<file path="src/hdl/ordered_array_insert_delete_unit_assert.svh">
// assertion helpers for the ordered array unit
// both macros expect clk_i and rst_ni in the enclosing module
`ifndef ORDERED_ARRAY_INSERT_DELETE_UNIT_ASSERT_SVH
`define ORDERED_ARRAY_INSERT_DELETE_UNIT_ASSERT_SVH

// same-cycle implication
`define OAID_ASSERT_IMP(label, ante, cons, msg) \
  label: assert property (@(posedge clk_i) disable iff (!rst_ni) (ante) |-> (cons)) \
    else $error(msg);

// next-cycle implication
`define OAID_ASSERT_NXT(label, ante, cons, msg) \
  label: assert property (@(posedge clk_i) disable iff (!rst_ni) (ante) |=> (cons)) \
    else $error(msg);

`endif

</file>
<file path="src/hdl/oaid_pkg.sv">
package oaid_pkg;

  localparam int unsigned LB_W = 6;

  typedef enum logic [1:0] {
    KIND_INSERT = 2'd0,
    KIND_DELETE = 2'd1,
    KIND_READ   = 2'd2
  } kind_e;

  typedef enum logic [1:0] {
    ST_DONE  = 2'd0,
    ST_RANGE = 2'd1,
    ST_FULL  = 2'd2
  } status_e;

  typedef struct packed {
    logic [1:0]  kind;
    logic [5:0]  position;
    logic [31:0] value;
  } item_t;

  typedef struct packed {
    logic [1:0]  status;
    logic [31:0] read_value;
    logic [6:0]  count;
  } result_t;

  // decision taken for an incoming item
  typedef struct packed {
    status_e status;
    logic    finish_now;
    logic    write_now;
    logic    cnt_inc;
    logic    cnt_dec;
    logic    start_shift;
    logic    start_read;
    logic    is_insert;
  } plan_t;

endpackage

</file>
<file path="src/hdl/oaid_ram.sv">
module oaid_ram #(
  parameter int unsigned WIDTH = 32,
  parameter int unsigned DEPTH = 64
) (
  input  logic                     clk_i,
  input  logic                     we_i,
  input  logic [$clog2(DEPTH)-1:0] waddr_i,
  input  logic [WIDTH-1:0]         wdata_i,
  input  logic [$clog2(DEPTH)-1:0] raddr_i,
  output logic [WIDTH-1:0]         rdata_o
);

  logic [WIDTH-1:0] mem [DEPTH];

  always_ff @(posedge clk_i) begin
    if (we_i) begin
      mem[waddr_i] <= wdata_i;
    end
    rdata_o <= mem[raddr_i];
  end

endmodule

</file>
<file path="src/hdl/oaid_check.sv">
module oaid_check #(
  parameter int unsigned CAPACITY = 64
) (
  input  oaid_pkg::item_t                          item_i,
  input  logic [oaid_pkg::LB_W-1:0]                lb_i,
  input  logic [$clog2(CAPACITY+1)-1:0]            cnt_i,
  output oaid_pkg::plan_t                          plan_o,
  output logic [((($clog2(CAPACITY+1) > 6) ? $clog2(CAPACITY+1) : 6) + 1)-1:0] top_o
);
  import oaid_pkg::*;

  localparam int unsigned CNT_W = $clog2(CAPACITY+1);
  localparam int unsigned CMP_W = ((CNT_W > 6) ? CNT_W : 6) + 1;

  logic [CMP_W-1:0] pos_w;
  logic [CMP_W-1:0] lb_w;
  logic [CMP_W-1:0] top_w;
  logic [CMP_W-1:0] cap_w;

  assign pos_w = CMP_W'(item_i.position);
  assign lb_w  = CMP_W'(lb_i);
  assign top_w = lb_w + CMP_W'(cnt_i);
  assign cap_w = CMP_W'(CAPACITY);
  assign top_o = top_w;

  always_comb begin
    plan_o = '0;
    plan_o.status = ST_DONE;
    unique case (kind_e'(item_i.kind))
      KIND_INSERT: begin
        plan_o.is_insert = 1'b1;
        if (pos_w < lb_w || pos_w > top_w) begin
          plan_o.status     = ST_RANGE;
          plan_o.finish_now = 1'b1;
        end else if (top_w >= cap_w) begin
          plan_o.status     = ST_FULL;
          plan_o.finish_now = 1'b1;
        end else if (pos_w == top_w) begin
          // append, nothing to move
          plan_o.finish_now = 1'b1;
          plan_o.write_now  = 1'b1;
          plan_o.cnt_inc    = 1'b1;
        end else begin
          plan_o.start_shift = 1'b1;
        end
      end
      KIND_DELETE: begin
        if (pos_w < lb_w || pos_w >= top_w || top_w > cap_w) begin
          plan_o.status     = ST_RANGE;
          plan_o.finish_now = 1'b1;
        end else if (pos_w + CMP_W'(1) == top_w) begin
          // last element, just drop it
          plan_o.finish_now = 1'b1;
          plan_o.cnt_dec    = 1'b1;
        end else begin
          plan_o.start_shift = 1'b1;
        end
      end
      KIND_READ: begin
        if (pos_w < lb_w || pos_w >= top_w || pos_w >= cap_w) begin
          plan_o.status     = ST_RANGE;
          plan_o.finish_now = 1'b1;
        end else begin
          plan_o.start_read = 1'b1;
        end
      end
      default: begin
        plan_o.status     = ST_RANGE;
        plan_o.finish_now = 1'b1;
      end
    endcase
  end

endmodule

</file>
<file path="src/hdl/ordered_array_insert_delete_unit.sv">
// ordered array with insert, delete and read at an absolute slot position
//
// command channel: item_i is taken on a rising edge with start_i high and
// busy_o low. every item gives exactly one result on result_o, shown for one
// cycle with done_o high; the receiver takes it on that edge and cannot stall.
// config: cfg_we_i writes lower_bound from cfg_wdata_i; the write is dropped
// while the array holds elements or when the value is not below CAPACITY.
//
// a rejected item, an append insert and a delete of the last element are
// settled without a busy state; a read goes through S_READ for its registered
// memory read; an insert at pos moves the elements from pos to top-1 up one
// slot, then writes the new value in S_FILL; a delete at pos moves the
// elements from pos+1 to top-1 down one slot, where top = lower_bound + count.
// the cost is set by the element memory with one read and one write port:
// each moved element is read and then written, and an insert writes the new
// value after the moves. busy_o stays high while a move or read runs.
//
// reset clears the count, lower_bound and the state machine; memory contents
// are left as they are, since only slots holding elements are ever read.
module ordered_array_insert_delete_unit #(
  parameter int unsigned CAPACITY      = 64,
  parameter int unsigned ELEMENT_WIDTH = 32
) (
  input  logic                          clk_i,
  input  logic                          rst_ni,
  input  logic                          start_i,
  input  oaid_pkg::item_t               item_i,
  output logic                          busy_o,
  output logic                          done_o,
  output oaid_pkg::result_t             result_o,
  input  logic                          cfg_we_i,
  input  logic [oaid_pkg::LB_W-1:0]     cfg_wdata_i
);
  import oaid_pkg::*;

  `include "ordered_array_insert_delete_unit_assert.svh"

  localparam int unsigned AW    = $clog2(CAPACITY);
  localparam int unsigned CNT_W = $clog2(CAPACITY+1);
  localparam int unsigned CMP_W = ((CNT_W > 6) ? CNT_W : 6) + 1;

  typedef enum logic [3:0] {
    S_IDLE  = 4'b0001,
    S_SHIFT = 4'b0010,
    S_FILL  = 4'b0100,
    S_READ  = 4'b1000
  } state_e;

  state_e state_q, state_d;

  // control state
  logic [CNT_W-1:0] cnt_q, cnt_d;
  logic [LB_W-1:0]  lb_q, lb_d;
  logic             done_q, done_d;

  // per-item working registers
  logic [AW-1:0]            wr_ptr_q, wr_ptr_d;
  logic [AW-1:0]            rd_ptr_q, rd_ptr_d;
  logic [AW-1:0]            stop_q, stop_d;
  logic [AW-1:0]            pos_q, pos_d;
  logic [ELEMENT_WIDTH-1:0] val_q, val_d;
  logic                     ins_q, ins_d;
  result_t                  res_q, res_d;

  // memory port signals
  logic                     ram_we;
  logic [AW-1:0]            ram_waddr;
  logic [ELEMENT_WIDTH-1:0] ram_wdata;
  logic [AW-1:0]            ram_raddr;
  logic [ELEMENT_WIDTH-1:0] ram_rdata;

  plan_t            plan;
  logic [CMP_W-1:0] top_w;
  logic             accept;
  logic [AW-1:0]    item_pos;
  logic [ELEMENT_WIDTH-1:0] item_val;
  logic [63:0]      rdata_wide;

  assign busy_o   = (state_q != S_IDLE);
  assign accept   = start_i && !busy_o;
  assign item_pos = AW'(item_i.position);
  assign item_val = ELEMENT_WIDTH'(64'(item_i.value));
  assign rdata_wide = 64'(ram_rdata);

  oaid_check #(
    .CAPACITY(CAPACITY)
  ) u_check (
    .item_i(item_i),
    .lb_i  (lb_q),
    .cnt_i (cnt_q),
    .plan_o(plan),
    .top_o (top_w)
  );

  oaid_ram #(
    .WIDTH(ELEMENT_WIDTH),
    .DEPTH(CAPACITY)
  ) u_ram (
    .clk_i  (clk_i),
    .we_i   (ram_we),
    .waddr_i(ram_waddr),
    .wdata_i(ram_wdata),
    .raddr_i(ram_raddr),
    .rdata_o(ram_rdata)
  );

  // lower bound is only writable while empty and below capacity
  always_comb begin
    lb_d = lb_q;
    if (cfg_we_i && cnt_q == '0 && CMP_W'(cfg_wdata_i) < CMP_W'(CAPACITY)) begin
      lb_d = cfg_wdata_i;
    end
  end

  always_comb begin
    state_d   = state_q;
    cnt_d     = cnt_q;
    done_d    = 1'b0;
    res_d     = res_q;
    wr_ptr_d  = wr_ptr_q;
    rd_ptr_d  = rd_ptr_q;
    stop_d    = stop_q;
    pos_d     = pos_q;
    val_d     = val_q;
    ins_d     = ins_q;
    ram_we    = 1'b0;
    ram_waddr = wr_ptr_q;
    ram_wdata = ram_rdata;
    ram_raddr = rd_ptr_q;

    unique case (state_q)
      S_IDLE: begin
        ram_raddr = item_pos;
        if (accept) begin
          pos_d = item_pos;
          val_d = item_val;
          ins_d = plan.is_insert;
          if (plan.finish_now) begin
            // result straight away: rejects, append, drop of last element
            done_d           = 1'b1;
            res_d.status     = plan.status;
            res_d.read_value = '0;
            if (plan.write_now) begin
              ram_we    = 1'b1;
              ram_waddr = item_pos;
              ram_wdata = item_val;
            end
            if (plan.cnt_inc) begin
              cnt_d = cnt_q + CNT_W'(1);
            end else if (plan.cnt_dec) begin
              cnt_d = cnt_q - CNT_W'(1);
            end
          end else if (plan.start_shift) begin
            state_d = S_SHIFT;
            if (plan.is_insert) begin
              // move up: slot i takes slot i-1, from the top down to pos+1
              ram_raddr = AW'(top_w - CMP_W'(1));
              wr_ptr_d  = AW'(top_w);
              rd_ptr_d  = AW'(top_w - CMP_W'(2));
              stop_d    = item_pos + AW'(1);
            end else begin
              // move down: slot i takes slot i+1, from pos up to top-2
              ram_raddr = item_pos + AW'(1);
              wr_ptr_d  = item_pos;
              rd_ptr_d  = item_pos + AW'(2);
              stop_d    = AW'(top_w - CMP_W'(2));
            end
          end else if (plan.start_read) begin
            state_d = S_READ;
          end
        end
      end
      S_SHIFT: begin
        // write the element read last cycle, issue the next read
        ram_we = 1'b1;
        if (ins_q) begin
          wr_ptr_d = wr_ptr_q - AW'(1);
          rd_ptr_d = rd_ptr_q - AW'(1);
        end else begin
          wr_ptr_d = wr_ptr_q + AW'(1);
          rd_ptr_d = rd_ptr_q + AW'(1);
        end
        if (wr_ptr_q == stop_q) begin
          if (ins_q) begin
            state_d = S_FILL;
          end else begin
            state_d          = S_IDLE;
            done_d           = 1'b1;
            res_d.status     = ST_DONE;
            res_d.read_value = '0;
            cnt_d            = cnt_q - CNT_W'(1);
          end
        end
      end
      S_FILL: begin
        // gap is open, drop the new value in
        ram_we           = 1'b1;
        ram_waddr        = pos_q;
        ram_wdata        = val_q;
        state_d          = S_IDLE;
        done_d           = 1'b1;
        res_d.status     = ST_DONE;
        res_d.read_value = '0;
        cnt_d            = cnt_q + CNT_W'(1);
      end
      S_READ: begin
        state_d          = S_IDLE;
        done_d           = 1'b1;
        res_d.status     = ST_DONE;
        res_d.read_value = rdata_wide[31:0];
      end
      default: begin
        state_d = S_IDLE;
      end
    endcase

    res_d.count = 7'(cnt_d);
  end

  always_ff @(posedge clk_i or negedge rst_ni) begin
    if (!rst_ni) begin
      state_q <= S_IDLE;
      cnt_q   <= '0;
      lb_q    <= '0;
      done_q  <= 1'b0;
    end else begin
      state_q <= state_d;
      cnt_q   <= cnt_d;
      lb_q    <= lb_d;
      done_q  <= done_d;
    end
  end

  // payload registers, no reset needed
  always_ff @(posedge clk_i) begin
    wr_ptr_q <= wr_ptr_d;
    rd_ptr_q <= rd_ptr_d;
    stop_q   <= stop_d;
    pos_q    <= pos_d;
    val_q    <= val_d;
    ins_q    <= ins_d;
    res_q    <= res_d;
  end

  assign done_o   = done_q;
  assign result_o = res_q;

  // a move always keeps the block busy on the following cycle
  `OAID_ASSERT_NXT(a_shift_busy, accept && plan.start_shift, busy_o, "move did not start")
  // the reported count is the count held after the transfer
  `OAID_ASSERT_IMP(a_count_match, done_o, result_o.count == 7'(cnt_q), "count mismatch")
  // the count only moves together with a result
  `OAID_ASSERT_IMP(a_count_with_done, !$stable(cnt_q), done_o, "count moved without result")
  // lower bound only changes while the array was empty
  `OAID_ASSERT_IMP(a_lb_when_empty, !$stable(lb_q), $past(cnt_q) == '0, "lower bound moved")

endmodule

</file>
<file path="config.mk">
export PLATFORM = sky130hd
export DESIGN_NAME = ordered_array_insert_delete_unit
export DESIGN_NICKNAME = d
export VERILOG_FILES = /design/src/hdl/oaid_pkg.sv /design/src/hdl/oaid_ram.sv /design/src/hdl/oaid_check.sv /design/src/hdl/ordered_array_insert_delete_unit.sv
export VERILOG_INCLUDE_DIRS = /design/src /design/src/hdl
export SDC_FILE = /design/constraint.sdc
export NUM_CORES = 2
export LEC_CHECK = 0
export CORE_ASPECT_RATIO = 0.7
export CORE_MARGIN = 3
export CORE_UTILIZATION = 57
export DETAILED_ROUTE_END_ITERATION = 10
export DONT_BUFFER_PORTS = 1
export PLACE_DENSITY_LB_ADDON = 0.1
export SLEW_MARGIN = 20
export SYNTH_ARGS = -nofsm -noshare
export SYNTH_HDL_FRONTEND = slang
export SYNTH_HIERARCHICAL = 1
export SYNTH_SLANG_ARGS = --single-unit
</file>
<file path="constraint.sdc">
create_clock -name clk_i -period 6.8 [get_ports clk_i]
set_input_delay 1.02 -clock clk_i [delete_from_list [all_inputs] [get_ports clk_i]]
set_output_delay 1.02 -clock clk_i [all_outputs]
set_load 0.01 [all_outputs]
</file>
# After elaboration in Yosys (flattened, before gate mapping)
# Memory sizes are Yosys's and may differ from the RTL's. A register that Yosys moved wholly into a read port is not among the register bits.
# Index checks and enable logic that the tools add are counted.
# classes
n_mul	0
mux	78
n_reduce_logical	18
div	0
shifts	0
add_sub_neg	12
n_eq_ne	17
bitwise_logic	1
order_cmp	6
# op_table
op	n
34-bit 2-to-1 mux	4
34-bit case mux with 4 select lines	1
6-bit 2-to-1 mux	19
32-bit 2-to-1 mux	3
32-bit case mux with 2 select lines	1
7-bit 2-to-1 mux	6
6-bit case mux with 2 select lines	3
1-bit 2-to-1 mux	21
7-bit case mux with 3 select lines	1
4-bit 2-to-1 mux	5
6-bit by 1-bit adder with 6-bit output, second input constant	3
6-bit by 1-bit subtractor with 6-bit output, second input constant	3
2-bit 2-to-1 mux	6
2-bit != test, second input constant	6
4-bit AND reduction	3
3-bit 2-to-1 mux	3
3-bit case mux with 3 select lines	1
6-bit by 7-bit adder with 8-bit output	1
6-bit by 8-bit equality test with 1-bit output	1
7-bit by 8-bit equality test with 1-bit output	1
6-bit by 8-bit greater-or-equal comparator with 1-bit output	1
8-bit by 7-bit greater-or-equal comparator with 1-bit output, second input constant	1
6-bit by 8-bit > comparator with 1-bit output	1
8-bit by 7-bit > comparator with 1-bit output, second input constant	1
other kinds (30)	36
# word_totals
romBits	0
out_inout_bits	43
ff_bits	116
latch_bits	0
wordCells	146
mem_count	1
ram_bits	2048
# memory_table
memory	depth	width	rd	rd_clocked_by_memory_dff	write_ports	line	source
u_ram.mem	64	32	1	1	1	oaid_ram.sv:13	logic [WIDTH-1:0] mem [DEPTH];

# Depth between registers and ports, before layout
# depth
depth_word	12
ltp_mapped	26
ltp_nobuf	22

# Cells and area by module
# The synthesis kept the hierarchy.
# by_module_without_submodules
module	seq_area_each_um2	cells_each	area_per_inst_um2	n_inst
oaid_ram	62139.6	3572	78886.9	1
ordered_array_insert_delete_unit	3324.4	595	6332.3	1
oaid_check	0.0	120	915.9	1

# Worst setup path after synthesis
# No wires, ideal clock.
# synth_path
kind	reg-to-reg
from	register cnt_q[0]
to	memory u_ram.mem[44][0], enable pin
setup_ps	461
path_slack_ps	-332
path_stages_with_launch	21
path_buffers	4
required_time_ps	6339
t_arrival_ps	6671
cell_sequence	dfrtp_1 > ha_1 > fa_1 > xor2_1 > inv_1 > ha_1 > o21a_1 > a21oi_1 > maj3_1 > o211ai_1 > a21o_1 > and2_1 > clkbuf_1 > and3_1 > buf_2 > buf_2 > a22oi_1 > nand2_1 > clkbuf_1 > nand4b_1 > nor3_1
# synth_lines
element	line	source
from (decl)	ordered_array_insert_delete_unit.sv:52	logic [CNT_W-1:0] cnt_q, cnt_d;
from (signal assigned)	ordered_array_insert_delete_unit.sv:228	cnt_q <= cnt_d;
to (decl)	oaid_ram.sv:13	

==> results by group <==
Route
  • WL/cell: 33.9 um
  • Vias: 45100
  • Post-route antenna net violation count: 0
  • DR vias/cell: 6.72
  • DRT iter0 DRCs: 6774
  • Total Wirelength: 228 mm
  • First drt pass iteration count: 6
  • Residual DRC: 0

Die
  • Site Rows: 118
  • # IOs: 93
  • Die Area: 156000 um2
  • Initial Utilization: 57.8%
  • Die height: 331 um
  • Core area: 149000 um2
  • Die Wd: 471 um

Power
  • Leak: 31.3 nW
  • Share of power burned in combinational logic: 22.7%
  • NetSw: 10.7 mW
  • Int Power: 25.7 mW
  • Peak VDD IR: 0.334 mV
  • Reg power frac: 47.7%
  • Share of total power in the clock network: 29.6%
  • PD cells: 372 nW/um2
  • Switching Share: 29.3%

Logic synthesis
  • Synth warnings: 6
  • Area of the mapped netlist: 86100 um2
  • Cell count after synthesis: 4286
  • Post-Syn Area per Cell: 20.1 um2
  • Syn_nets: 4371

Min path
  • Hold path cells: 0
  • Worst Hold Endpoint: val_q[28]
  • Hold Path Origin: item_i[28]
  • Hold WC Path Type: in -> reg

Place
  • Port-buffer cells: 0
  • HPWL Detailed: 143 mm
  • Gpl congestion: 0.880
  • DP Area: 91700 um2

Run status
  • Outcome: completed

STA
  • Final setup viols: 0
  • Tcrit/Tclk final: 94.3%
  • Max Freq: 156 MHz
  • Worst-Margin Slew: 1.16 ns
  • Final slew viol count: 0
  • Final Hold Fails: 0
  • RSZ-0062 raised after global routing: no
  • Worst slew margin: 22.7%
  • Setup Skew: 0.0310 ns
  • Final min period: 6.41 ns

GRT
  • GRT Util Overall: 29.5%
  • Pin count of the biggest net entering global routing: 65
  • First-pass GRT wire length: 327 mm
  • Initial antenna violation count: 7
  • Vias in the first global route: 43400
  • Total grt overflow: 0

Clock tree
  • Insertion delay to the later sink of the worst-skew pair: 0.83 ns
  • CTS tree: built
  • H-Tree Level Count: 4
  • Clk buf depth: 3
  • Clock sink total: 2196
  • Clock transition at path regs: 0.07 ns
  • Post-CTS setup buffer count: 0
  • Clock Tree Root: clkbuf_16
  • CTS buffer count: 194

Worst setup path
  • Setup crit start kind: flip-flop
  • Cell mode on critical path: buf_12
  • CP max stage cell: mux4_2
  • Critical path fanouts, max: 23
  • Setup CP Type: reg -> reg
  • WP data arrival: 7.13 ns
  • RR Endpoint: u_ram/rdata_o[15]
  • Req. time, crit path: 7.52 ns
  • R2R cell count: 23
  • Critical Path, Cell by Cell: ha_1 > fa_1 > a21o_1 > a21oi_1 > xnor2_2 > mux2_2 > o221ai_1 > o2111ai_1 > a21o_1 > nor2b_1 > nand3_1 > inv_2 > nand2_1 > a31oi_4 > buf_12 > buf_12 > buf_12 > buf_12 > mux4_2 > nor2b_1 > a211oi_1 > o22ai_1 > and3_1
  • Largest stage delay on the critical path: 0.51 ns
  • FF-to-FF setup slack: 0.39 ns
  • Setup crit end kind: flip-flop
  • R2r startpoint: cnt_q[0]

Layout
  • Post-layout instance area: 97900 um2
  • Fill cell count: 9701
  • Final Util: 65.7%
  • Final Net Count: 4652
  • Layout Area Growth over Synthesis: 13.6%
  • Share of cells above drive strength 1: 26.0%

Job
  • Max-Cap Viols: 0
[power groups by stage]
stage	clock network [mW]	registers [mW]	logic, mW
after floorplan	0	17.5	4.65
after CTS	10.9	17.4	8.22
after global placement	0	17.7	8.07
after detailed placement	0	17.7	8.20
final	10.8	17.4	8.24
after global routing	11.5	17.4	8.71
[worst max-delay path by stage]
stage,startpoint,to,cells past startpoint
final,cnt_q[0],u_ram/rdata_o[15],23
after global routing,cnt_q[1],u_ram/rdata_o[15],24
after CTS,cnt_q[1],u_ram/rdata_o[27],24
after detailed placement,cnt_q[1],u_ram/rdata_o[15],25
after global placement,cnt_q[1],u_ram/rdata_o[27],24
after floorplan,cnt_q[0],u_ram/mem[44][0],20
[layout by cell type (no fill, tap or decap), types with 29 or more instances in the layout]
cell       instances
nand4_1           49
mux2_2            29
clkinv_2          43
o22ai_1           72
nor2b_1           31
nor2_1            59
and2_1            43
clkbuf_1          47
mux2i_1          135
mux4_2           446
ha_1              32
buf_12           100
nand2_2           31
o221ai_1          47
o21ai_0           59
nor2_4            57
clkbuf_16        195
dfxtp_1           39
clkinv_1          40
buf_4            233
nand2_1          172
a21oi_1           33
edfxtp_1        2139
nand3_1           86
inv_1             29
a22oi_1          113
[cell type report]
cell class              count  area (um2)  share of cell area [%]
flip-flops and latches   2196       65500                    66.9
inverters                  33         124                   0.127
multi-input cells        1807       19900                    20.3
diodes                      2        5.00                 0.00511
clock inverters           116        1030                    1.05
clock buffers             246        5110                    5.22
repair buffers            335        3770                    3.85
well taps                1980        2480                    2.53
[sequential cells by signal, indices dropped and copies added, names as in the netlist, 4 cells and up]
name,cells
stop_q,6
state_q,4
rd_ptr_q,6
wr_ptr_q,6
pos_q,6
u_ram/mem,2048
result_o,41
val_q,32
lb_q,6
cnt_q,7
u_ram/rdata_o,32
[worst max-delay path: cells and delay by family, from the launching register on]
kind / cells / cell delay, ns
AOI/OAI and AO/OA: 8 / 2.04
buffers and inverters: 5 / 1.17
muxes: 2 / 0.86
and+or+nand+nor: 5 / 0.84
adders and majority gates: 2 / 0.68
DFF: 1 / 0.49
xor gates and xnor gates: 1 / 0.15
[stage by stage]
stage               TNS, ns  worst slack [ns]  hold slack, ns  total power [mW]  cells
floorplan            -61.26            -0.332           0.506              22.1   4286
global placement          0             0.346           0.529              25.7   6349
detailed placement        0             0.298           0.556              25.9   6350
CTS                       0             0.243           0.219              36.5   6713
global route              0            0.0829           0.245              37.6   6715
finish                    0             0.389           0.280              36.4   6715
[layer usage]
metal	vias to the layer above	global-route usage (%)	share of wire, %
met3	296	5.01	10
met1	23900	46.6	42
met4	0	8.24	2.7
met5	-	0	0
li1	18400	-	-
met2	2513	43.1	45
[repair_timing]
action,4_1_cts,5_1_grt
endpoints found under the hold margin,18,0
hold buffers,1,0
gates resized for setup,0,2
setup endpoints to repair,0,11
No activity file was read; power rests on OpenSTA's default activity.
